File: src/hdl/dofa_pkg.sv
// Shared types and codes for the drop-oldest record queue.
`timescale 1ns / 1ps
`default_nettype none

package dofa_pkg;

    // Widths of the fixed record fields.
    localparam int ID_W      = 32;
    localparam int TIME_W    = 32;
    localparam int BYTE_W    = 8;
    localparam int SECONDS_W = 16;
    localparam int COUNT_W   = 5;

    // Stream widths, padded to whole bytes.
    localparam int IN_DATA_W  = 112;
    localparam int OUT_DATA_W = 112;

    // Operation codes carried on the input tuser.
    typedef enum logic {
        OP_ENQUEUE = 1'b0,
        OP_ACK     = 1'b1
    } op_t;

    // One stored record; id sits in the lowest bits, as on the input tdata.
    typedef struct packed {
        logic [SECONDS_W-1:0] work_seconds;
        logic [BYTE_W-1:0]    actual_value;
        logic                 is_timed;
        logic [BYTE_W-1:0]    set_number;
        logic [BYTE_W-1:0]    movement;
        logic [TIME_W-1:0]    performed_time;
        logic [ID_W-1:0]      set_id;
    } rec_t;

    localparam int REC_W = $bits(rec_t);

    // One result item as packed on the output tdata, lowest field last.
    typedef struct packed {
        logic                 ack_matched;
        logic                 evicted;
        logic [SECONDS_W-1:0] oldest_work_seconds;
        logic [BYTE_W-1:0]    oldest_actual;
        logic                 oldest_timed;
        logic [BYTE_W-1:0]    oldest_set_number;
        logic [BYTE_W-1:0]    oldest_movement;
        logic [TIME_W-1:0]    oldest_time;
        logic [ID_W-1:0]      oldest_id;
        logic [COUNT_W-1:0]   entry_count;
    } res_t;

    // Sequencer states.
    typedef enum logic [6:0] {
        ST_IDLE     = 7'b0000001,
        ST_SCAN_RD  = 7'b0000010,
        ST_SCAN_CMP = 7'b0000100,
        ST_MOVE_RD  = 7'b0001000,
        ST_MOVE_WR  = 7'b0010000,
        ST_HEAD_RD  = 7'b0100000,
        ST_RESULT   = 7'b1000000
    } state_t;

endpackage : dofa_pkg

`default_nettype wire

File: src/hdl/drop_oldest_fifo_ack_by_id.sv
// Top level: bounded record queue that drops its oldest record when full
// and removes the first record whose id matches an acknowledge.
//
//  channel   dir  handshake           tdata / tuser
//  s_axis    in   s_tvalid/s_tready   set_id, performed_time, record fields; tuser opcode
//  m_axis    out  m_tvalid/m_tready   count, oldest record, flags; tuser has_oldest
//
// Records sit in a circular buffer in one RAM with a registered read port.
// An enqueue writes its record on accept, then reads the head slot (ST_HEAD_RD)
// and fills the result register (ST_RESULT). An acknowledge scans one slot at a
// time (ST_SCAN_RD, ST_SCAN_CMP) and, on a match, compacts one slot at a time
// (ST_MOVE_RD, ST_MOVE_WR); the single RAM port pair and one id comparator set
// that pace. Reset empties the queue at once. A result that is not taken holds
// the sequencer before the next result is written, while the next item may already be accepted.
`timescale 1ns / 1ps
`default_nettype none

module drop_oldest_fifo_ack_by_id #(
    parameter int QUEUE_DEPTH = 16
) (
    input  wire                              clk,
    input  wire                              rst_n,
    input  wire                              s_tvalid,
    output logic                             s_tready,
    // set_id, performed_time, movement, set_number, is_timed, actual_value,
    // work_seconds, zero pad
    input  wire [dofa_pkg::IN_DATA_W-1:0]    s_tdata,
    // opcode
    input  wire                              s_tuser,
    output logic                             m_tvalid,
    input  wire                              m_tready,
    // entry_count, oldest_id, oldest_time, oldest_movement, oldest_set_number,
    // oldest_timed, oldest_actual, oldest_work_seconds, evicted, ack_matched
    output logic [dofa_pkg::OUT_DATA_W-1:0]  m_tdata,
    // has_oldest
    output logic                             m_tuser
);

    import dofa_pkg::*;

    localparam int PTR_W = $clog2(QUEUE_DEPTH);
    localparam int CNT_W = $clog2(QUEUE_DEPTH + 1);
    localparam logic [PTR_W-1:0] LAST_PTR = PTR_W'(QUEUE_DEPTH - 1);
    localparam logic [CNT_W-1:0] FULL_CNT = CNT_W'(QUEUE_DEPTH);

    // Next slot in the circular buffer.
    function automatic logic [PTR_W-1:0] ptr_inc(input logic [PTR_W-1:0] p);
        logic [PTR_W-1:0] r;
        if (p == LAST_PTR)
        begin
            r = '0;
        end
        else
        begin
            r = p + PTR_W'(1);
        end
        return r;
    endfunction

    state_t           state_reg, state_next;
    logic [PTR_W-1:0] head_reg, head_next;
    logic [PTR_W-1:0] tail_reg, tail_next;
    logic [CNT_W-1:0] count_reg, count_next;
    logic [PTR_W-1:0] pos_reg, pos_next;
    logic [PTR_W-1:0] idx_reg, idx_next;
    logic             evicted_reg, evicted_next;
    logic             matched_reg, matched_next;
    logic [ID_W-1:0]  key_reg, key_next;
    logic             out_valid_reg, out_valid_next;
    res_t             out_res_reg, out_res_next;
    logic             out_has_reg, out_has_next;

    logic             s_accept;
    logic             out_free;
    logic             last_idx;
    logic             id_hit;
    logic             ram_wr_en;
    logic [PTR_W-1:0] ram_wr_addr;
    rec_t             ram_wr_data;
    logic             ram_rd_en;
    logic [PTR_W-1:0] ram_rd_addr;
    logic [REC_W-1:0] ram_rd_raw;
    rec_t             rd_rec;
    rec_t             in_rec;

    dofa_ram #(
        .WIDTH (REC_W),
        .DEPTH (QUEUE_DEPTH)
    ) u_slots (
        .clk     (clk),
        .wr_en   (ram_wr_en),
        .wr_addr (ram_wr_addr),
        .wr_data (ram_wr_data),
        .rd_en   (ram_rd_en),
        .rd_addr (ram_rd_addr),
        .rd_data (ram_rd_raw)
    );

    assign rd_rec   = rec_t'(ram_rd_raw);
    assign in_rec   = rec_t'(s_tdata[REC_W-1:0]);
    assign s_tready = (state_reg == ST_IDLE);
    assign s_accept = s_tvalid && s_tready;
    assign out_free = !out_valid_reg || m_tready;

    // Shared compare unit: id match and end-of-queue test.
    assign id_hit   = (rd_rec.set_id == key_reg);
    assign last_idx = ((CNT_W'(idx_reg) + CNT_W'(1)) == count_reg);

    // Sequencer and RAM port control.
    always_comb
    begin
        state_next     = state_reg;
        head_next      = head_reg;
        tail_next      = tail_reg;
        count_next     = count_reg;
        pos_next       = pos_reg;
        idx_next       = idx_reg;
        evicted_next   = evicted_reg;
        matched_next   = matched_reg;
        key_next       = key_reg;
        out_res_next   = out_res_reg;
        out_has_next   = out_has_reg;
        out_valid_next = out_valid_reg && !m_tready;
        ram_wr_en      = 1'b0;
        ram_wr_addr    = pos_reg;
        ram_wr_data    = rd_rec;
        ram_rd_en      = 1'b0;
        ram_rd_addr    = pos_reg;

        case (state_reg)
            ST_IDLE:
            begin
                if (s_accept)
                begin
                    key_next     = in_rec.set_id;
                    evicted_next = 1'b0;
                    matched_next = 1'b0;
                    pos_next     = head_reg;
                    idx_next     = '0;
                    if (op_t'(s_tuser) == OP_ENQUEUE)
                    begin
                        // Append at the tail; a full queue overwrites its oldest.
                        ram_wr_en   = 1'b1;
                        ram_wr_addr = tail_reg;
                        ram_wr_data = in_rec;
                        tail_next   = ptr_inc(tail_reg);
                        if (count_reg == FULL_CNT)
                        begin
                            head_next    = ptr_inc(head_reg);
                            evicted_next = 1'b1;
                        end
                        else
                        begin
                            count_next = count_reg + CNT_W'(1);
                        end
                        state_next = ST_HEAD_RD;
                    end
                    else if (count_reg == '0)
                    begin
                        state_next = ST_HEAD_RD;
                    end
                    else
                    begin
                        state_next = ST_SCAN_RD;
                    end
                end
            end

            ST_SCAN_RD:
            begin
                ram_rd_en   = 1'b1;
                ram_rd_addr = pos_reg;
                state_next  = ST_SCAN_CMP;
            end

            ST_SCAN_CMP:
            begin
                if (id_hit)
                begin
                    matched_next = 1'b1;
                    state_next   = ST_MOVE_RD;
                end
                else if (last_idx)
                begin
                    state_next = ST_HEAD_RD;
                end
                else
                begin
                    pos_next   = ptr_inc(pos_reg);
                    idx_next   = idx_reg + PTR_W'(1);
                    state_next = ST_SCAN_RD;
                end
            end

            ST_MOVE_RD:
            begin
                // Close the gap: fetch the next newer slot, or finish.
                if (last_idx)
                begin
                    tail_next  = pos_reg;
                    count_next = count_reg - CNT_W'(1);
                    state_next = ST_HEAD_RD;
                end
                else
                begin
                    ram_rd_en   = 1'b1;
                    ram_rd_addr = ptr_inc(pos_reg);
                    state_next  = ST_MOVE_WR;
                end
            end

            ST_MOVE_WR:
            begin
                ram_wr_en   = 1'b1;
                ram_wr_addr = pos_reg;
                ram_wr_data = rd_rec;
                pos_next    = ptr_inc(pos_reg);
                idx_next    = idx_reg + PTR_W'(1);
                state_next  = ST_MOVE_RD;
            end

            ST_HEAD_RD:
            begin
                ram_rd_en   = 1'b1;
                ram_rd_addr = head_reg;
                state_next  = ST_RESULT;
            end

            ST_RESULT:
            begin
                // The read data holds until the output register is free.
                if (out_free)
                begin
                    out_res_next             = '0;
                    out_res_next.entry_count = COUNT_W'(count_reg);
                    out_res_next.evicted     = evicted_reg;
                    out_res_next.ack_matched = matched_reg;
                    out_has_next             = (count_reg != '0);
                    if (count_reg != '0)
                    begin
                        out_res_next.oldest_id           = rd_rec.set_id;
                        out_res_next.oldest_time         = rd_rec.performed_time;
                        out_res_next.oldest_movement     = rd_rec.movement;
                        out_res_next.oldest_set_number   = rd_rec.set_number;
                        out_res_next.oldest_timed        = rd_rec.is_timed;
                        out_res_next.oldest_actual       = rd_rec.actual_value;
                        out_res_next.oldest_work_seconds = rd_rec.work_seconds;
                    end
                    out_valid_next = 1'b1;
                    state_next     = ST_IDLE;
                end
            end

            default:
            begin
                state_next = ST_IDLE;
            end
        endcase
    end

    // Control registers.
    always_ff @(posedge clk or negedge rst_n)
    begin
        if (!rst_n)
        begin
            state_reg     <= ST_IDLE;
            head_reg      <= '0;
            tail_reg      <= '0;
            count_reg     <= '0;
            out_valid_reg <= 1'b0;
        end
        else
        begin
            state_reg     <= state_next;
            head_reg      <= head_next;
            tail_reg      <= tail_next;
            count_reg     <= count_next;
            out_valid_reg <= out_valid_next;
        end
    end

    // Working and payload registers.
    always_ff @(posedge clk)
    begin
        pos_reg     <= pos_next;
        idx_reg     <= idx_next;
        evicted_reg <= evicted_next;
        matched_reg <= matched_next;
        key_reg     <= key_next;
        out_res_reg <= out_res_next;
        out_has_reg <= out_has_next;
    end

    assign m_tvalid = out_valid_reg;
    assign m_tdata  = OUT_DATA_W'(out_res_reg);
    assign m_tuser  = out_has_reg;

`ifndef ASSERT_OFF
    // The queue never holds more records than it has slots.
    a_count_bound: assert property (@(posedge clk) disable iff (!rst_n)
        count_reg <= FULL_CNT)
        else $error("record count above queue depth");

    // Tail always sits count slots after head in the circular buffer.
    a_tail_track: assert property (@(posedge clk) disable iff (!rst_n)
        (state_reg == ST_IDLE) |->
        ((int'(head_reg) + int'(count_reg) == int'(tail_reg)) ||
         (int'(head_reg) + int'(count_reg) == int'(tail_reg) + QUEUE_DEPTH)))
        else $error("tail pointer out of step with head and count");

    // An enqueue into a queue with room grows it by one record.
    a_enq_grow: assert property (@(posedge clk) disable iff (!rst_n)
        (s_accept && (op_t'(s_tuser) == OP_ENQUEUE) && (count_reg != FULL_CNT))
        |=> (count_reg == $past(count_reg) + CNT_W'(1)))
        else $error("enqueue did not add a record");

    // Finishing a compaction removes exactly one record.
    a_ack_shrink: assert property (@(posedge clk) disable iff (!rst_n)
        ((state_reg == ST_MOVE_RD) && last_idx)
        |=> (count_reg == $past(count_reg) - CNT_W'(1)))
        else $error("acknowledge did not remove one record");
`endif

endmodule : drop_oldest_fifo_ack_by_id

`default_nettype wire

File: src/hdl/dofa_ram.sv
// Generic simple dual-port RAM with one write port and a registered read port.
`timescale 1ns / 1ps
`default_nettype none

module dofa_ram #(
    parameter int WIDTH = 8,
    parameter int DEPTH = 16
) (
    input  wire                      clk,
    input  wire                      wr_en,
    input  wire [$clog2(DEPTH)-1:0]  wr_addr,
    input  wire [WIDTH-1:0]          wr_data,
    input  wire                      rd_en,
    input  wire [$clog2(DEPTH)-1:0]  rd_addr,
    output logic [WIDTH-1:0]         rd_data
);

    logic [WIDTH-1:0] mem [DEPTH];

    // Write port and registered read port.
    always_ff @(posedge clk)
    begin
        if (wr_en)
        begin
            mem[wr_addr] <= wr_data;
        end
        if (rd_en)
        begin
            rd_data <= mem[rd_addr];
        end
    end

endmodule : dofa_ram

`default_nettype wire
File: config.mk
export PLATFORM = sky130hd
export DESIGN_NAME = drop_oldest_fifo_ack_by_id
export DESIGN_NICKNAME = d
export VERILOG_FILES = /design/src/hdl/dofa_pkg.sv /design/src/hdl/drop_oldest_fifo_ack_by_id.sv /design/src/hdl/dofa_ram.sv
export SDC_FILE = /design/constraint.sdc
export NUM_CORES = 2
export LEC_CHECK = 0
export BUFFER_PORTS_ARGS = -buffer_cell sky130_fd_sc_hd__buf_2
export CAP_MARGIN = 30
export CELL_PAD_IN_SITES_DETAIL_PLACEMENT = 1
export CELL_PAD_IN_SITES_GLOBAL_PLACEMENT = 1
export CORE_ASPECT_RATIO = 0.75
export CORE_UTILIZATION = 48
export CTS_BUF_LIST = sky130_fd_sc_hd__clkbuf_8 sky130_fd_sc_hd__clkbuf_16
export CTS_CLUSTER_SIZE = 30
export DETAILED_ROUTE_END_ITERATION = 10
export GPL_ROUTABILITY_DRIVEN = 0
export GPL_TIMING_DRIVEN = 1
export PLACE_DENSITY_LB_ADDON = 0.1
export SETUP_SLACK_MARGIN = 0.3
export SYNTH_ARGS = -nofsm -noshare
export SYNTH_HDL_FRONTEND = slang
export SYNTH_SLANG_ARGS = --single-unit
File: constraint.sdc
create_clock -name clk -period 8.7 [get_ports clk]
set_input_delay 0 -clock clk [delete_from_list [all_inputs] [get_ports clk]]
set_output_delay 0 -clock clk [all_outputs]
set_load 0.005 [all_outputs]
==> summary by stage <==
Outcome
The flow ran to the end, and the final reports show no timing, DRC or antenna violations.

STA
The transition time of the tightest slew-check pin is 1110 ps. The share of the cycle needed by the critical path after routing is 56.9%. The clock period minus final worst setup slack is 4950 ps. The number of hold violations in the final report is 0.

Hold timing on the final database bottoms out at a slack of 96.8 ps. The relative slew slack is 25.7%. The number of setup violations in the final report is 0. Setup repair after global routing left no endpoint under its margin. The total negative slack for setup checks is 0 ps. The max-slew violation total from the final report is 0. Based on the critical path, the design can be clocked at up to 0.202 GHz. Across the routed clock network, the largest skew measured is 19.7 ps.

Logic synthesis
The synthesized design spends more area on one cell type than any other, namely sky130_fd_sc_hd__edfxtp_1. The number of warnings reported in the yosys synthesis log is 0. After synthesis, the mean cell area works out to 17.7 µm².

The share of synthesized registers carrying an async set or reset is 1.07%. The synthesized design devotes to its leading area cell type 77.3% of total area. The most common cell in the synthesized netlist is sky130_fd_sc_hd__edfxtp_1. The number of enable flip-flop cells after synthesis is 1940. In this run, distinct cell masters in the synthesized netlist total 59. The sequential area share after synthesis is 78.0%. The most used flip-flop cell after synthesis is sky130_fd_sc_hd__edfxtp_1. The mapped cell area is 75400 µm². In this run, synthesis produced a sequential element count of 1961.

The total nets after synthesis is 4381. Counting instances in the post-synthesis netlist gives the leading cell types as sky130_fd_sc_hd__edfxtp_1 (1940), sky130_fd_sc_hd__mux2i_1 (841), sky130_fd_sc_hd__o22ai_1 (421), sky130_fd_sc_hd__nand2_1 (342), sky130_fd_sc_hd__buf_2 (108). In the post-synthesis netlist, the biggest area contributors are sky130_fd_sc_hd__edfxtp_1 (77%), sky130_fd_sc_hd__mux2i_1 (11%), sky130_fd_sc_hd__o22ai_1 (3.5%). The number of standard cells after synthesis is 4256.

Critical path
The required time of the critical path is 9240 ps. The signal on the critical path passes through ha_1 -> xnor3_1 -> nand3_1 -> nor4_1 -> o31ai_1 -> nand3_1 -> nand2_8 -> buf_4 -> o22ai_1 -> or4_1. The arrival time at the worst endpoint is 5490 ps.

The maximum cell stage delay along the critical path is 850 ps. The cell type of the slowest stage on the worst timing path is sky130_fd_sc_hd__nand2_8. In this design, the largest share of critical-path delay is due to simple AND/OR/NAND/NOR gates.

The critical path is of the flip-flop to flip-flop type. The launching element of the worst setup path is idx_reg[0]. The cell repeated most along the worst path is sky130_fd_sc_hd__nand3_1. The worst setup path is launched from a flip-flop. The worst flop-to-flop path startpoint is idx_reg[0]. The number of buffers and inverters on the critical path is 1.

The nature of the critical path endpoint is a flip-flop. The biggest fanout along the worst timing path is 73.

Clock tree
The clock input transition at the sequential cells of the worst setup and hold paths is 60 ps. The post-CTS resize count is 0. Post-CTS timing repair inserted 0 buffers for setup. Clock tree synthesis inserted a total of 191 buffers.

The longest clock path from root to sink contains 3 buffers. The number of hold-repair buffers added at the cts stage is 143. The clock tree root buffer cell is sky130_fd_sc_hd__clkbuf_16.

The source-to-sink clock delay at the later pin of the worst-skew pair is 830 ps. The TritonCTS clock tree is done. Clock tree synthesis found a total of 1961 sinks. The H-tree was split into 4 levels.

Pwr
The total power per unit cell area is 333 nW/µm². IR analysis of the VDD net gives a maximum drop of 0.000382 V. The static power due to leakage is 0.0307 µW. The power after layout is 28800 µW.

Floorplan
The floorplan step set the die width to 460 µm. The height of the die is 345 µm. The die footprint is 159000 µm².

In this run the standard cell core region covers 155000 µm². For this configuration, the core starts out at a cell density of 48.5%. In this run the core area contains 125 standard-cell rows. In this run the count of I/O pins placed on the die edge is 232.

Layout
After the last flow step, the layout net total stands at 4783. In the final layout, the share of cells above drive strength 1 is 12.0%. Counting flops per register, the top entry is u_slots.mem. The final instance area is 86600 µm². The area growth from synthesis to layout is 14.9%. The register with the most flip-flops in the layout has 1680 of them.

Job
The tool flagged a number of max-cap violations equal to 0.

Routing
After detailed routing, the total wire length is 202000 µm. The first detailed-routing pass took 5 iterations. For this run, design rule violations remaining after detail routing come to 0. After detailed routing, the average wire length per cell comes to 29.2 µm. The detailed router finished its first iteration with 3802 violations. The detailed-route via count is 40225. The number of nets still failing antenna checks after routing is 0.

In the routed layout, each cell is associated on average with a via count of 5.83.

GRT
Entering global routing, the biggest net connects 125 pins. The via count of the first global-routing pass came to 41438. For this run, global-route usage on met3 was measured as 3.41%. The total overflow left after global routing is 0. The met1 global-route usage is 35.2%. The all-layer global routing usage is 25.2%. For met2 alone, demand over resource in global routing was 41.4%. The most crowded layer after global routing is met2.

The number of antenna violations at the first check in global routing was 5. The wire length of the first global-routing pass is 288000 µm.

Worst hold path
The class of the worst hold path is primary input to flip-flop. In this run the most critical hold path is launched from m_tready.

Placement
The number of port buffers is 224. The HPWL reported at the end of detailed placement is 93700 µm. The cell area after placement is 79200 µm².
## metrics by stage
step	util, %	setup slack (ps)	std cells
final	55.7	3750	6903
after global routing	55.7	3580	6901
after CTS	55.6	3550	6896
after detailed placement	51.0	3570	6413
after global placement	50.9	3600	6405
after floorplan	-	1580	4256
## routing by layer
metal	vias to the layer above	part of all wire, %
met1	21147	44
met3	274	4.8
met5	-	0
met4	0	2.3
met2	1122	49
li1	17682	-
## power breakdown
| part | internal [µW] | leakage, µW | switching (µW) |
|---|---|---|---|
| registers | 12100 | 0.0178 | 275 |
| clock network | 4400 | 0.00302 | 3490 |
| logic | 3130 | 0.00983 | 5470 |
## area by class of cell
type	count	area, µm²
Fill cell	14004	68900
Sequential cell	1961	58800
Multi-Input combinational cell	2055	15700
Clock buffer	198	4950
Timing Repair Buffer	434	3530
Tap cell	2095	2620
Clock inverter	142	907
Inverter	15	56.3
Antenna cell	3	7.51
## cell usage in the layout (no fill, tap or decap), types with 8 or more instances in the layout
master,Yosys,layout
sky130_fd_sc_hd__buf_12,0,29
sky130_fd_sc_hd__xnor2_1,38,38
sky130_fd_sc_hd__nand3_1,12,12
sky130_fd_sc_hd__dlygate4sd3_1,0,143
sky130_fd_sc_hd__clkinv_2,0,25
sky130_fd_sc_hd__nand2_1,342,339
sky130_fd_sc_hd__o22ai_1,421,421
sky130_fd_sc_hd__a22oi_1,8,8
sky130_fd_sc_hd__nor2b_1,9,8
sky130_fd_sc_hd__clkbuf_16,0,198
sky130_fd_sc_hd__mux2i_1,841,841
sky130_fd_sc_hd__or4_1,106,106
sky130_fd_sc_hd__inv_1,14,53
sky130_fd_sc_hd__nor2_1,40,23
sky130_fd_sc_hd__nand4_1,12,12
sky130_fd_sc_hd__clkinv_1,0,59
sky130_fd_sc_hd__buf_2,108,226
sky130_fd_sc_hd__a31oi_1,10,10
sky130_fd_sc_hd__dfrtp_1,20,20
sky130_fd_sc_hd__nor2_4,0,17
sky130_fd_sc_hd__bufinv_16,0,11
sky130_fd_sc_hd__and2_1,106,106
sky130_fd_sc_hd__buf_4,18,29
sky130_fd_sc_hd__edfxtp_1,1940,1940
sky130_fd_sc_hd__o21ai_0,17,16
sky130_fd_sc_hd__a21oi_1,12,12
## logic make-up after synthesis
| group | Yosys count | synth area share [%] |
|---|---|---|
| DFF | 1961 | 78.0 |
| muxes | 843 | 11.2 |
| and+or+nand+nor | 666 | 4.49 |
| AOI/OAI and AO/OA | 490 | 4.10 |
| buffers and inverters | 240 | 1.51 |
| xor gates and xnor gates | 48 | 0.606 |
| adders and majority gates | 8 | 0.143 |
## worst paths after layout
path                                       end  slack (ps)  cells past startpoint
max                        u_slots.rd_data[92]        3750                     10
max in group asynchronous         count_reg[3]        7360                      5
min                                   m_tvalid         100                      4
min in group asynchronous         state_reg[0]         240                      3
min reg2reg                       m_tdata[111]         420                      0
max reg2reg                u_slots.rd_data[92]        3750                     10
## worst register-to-register path: stages (launching register included)
cell and delay [ps]:
sky130_fd_sc_hd__edfxtp_1 470, sky130_fd_sc_hd__ha_1 300, sky130_fd_sc_hd__xnor3_1 360, sky130_fd_sc_hd__nand3_1 210
sky130_fd_sc_hd__nor4_1 110, sky130_fd_sc_hd__o31ai_1 280, sky130_fd_sc_hd__nand3_1 480, sky130_fd_sc_hd__nand2_8 850
sky130_fd_sc_hd__buf_4 750, sky130_fd_sc_hd__o22ai_1 260, sky130_fd_sc_hd__or4_1 600
No activity file was read; power rests on OpenSTA's default activity.
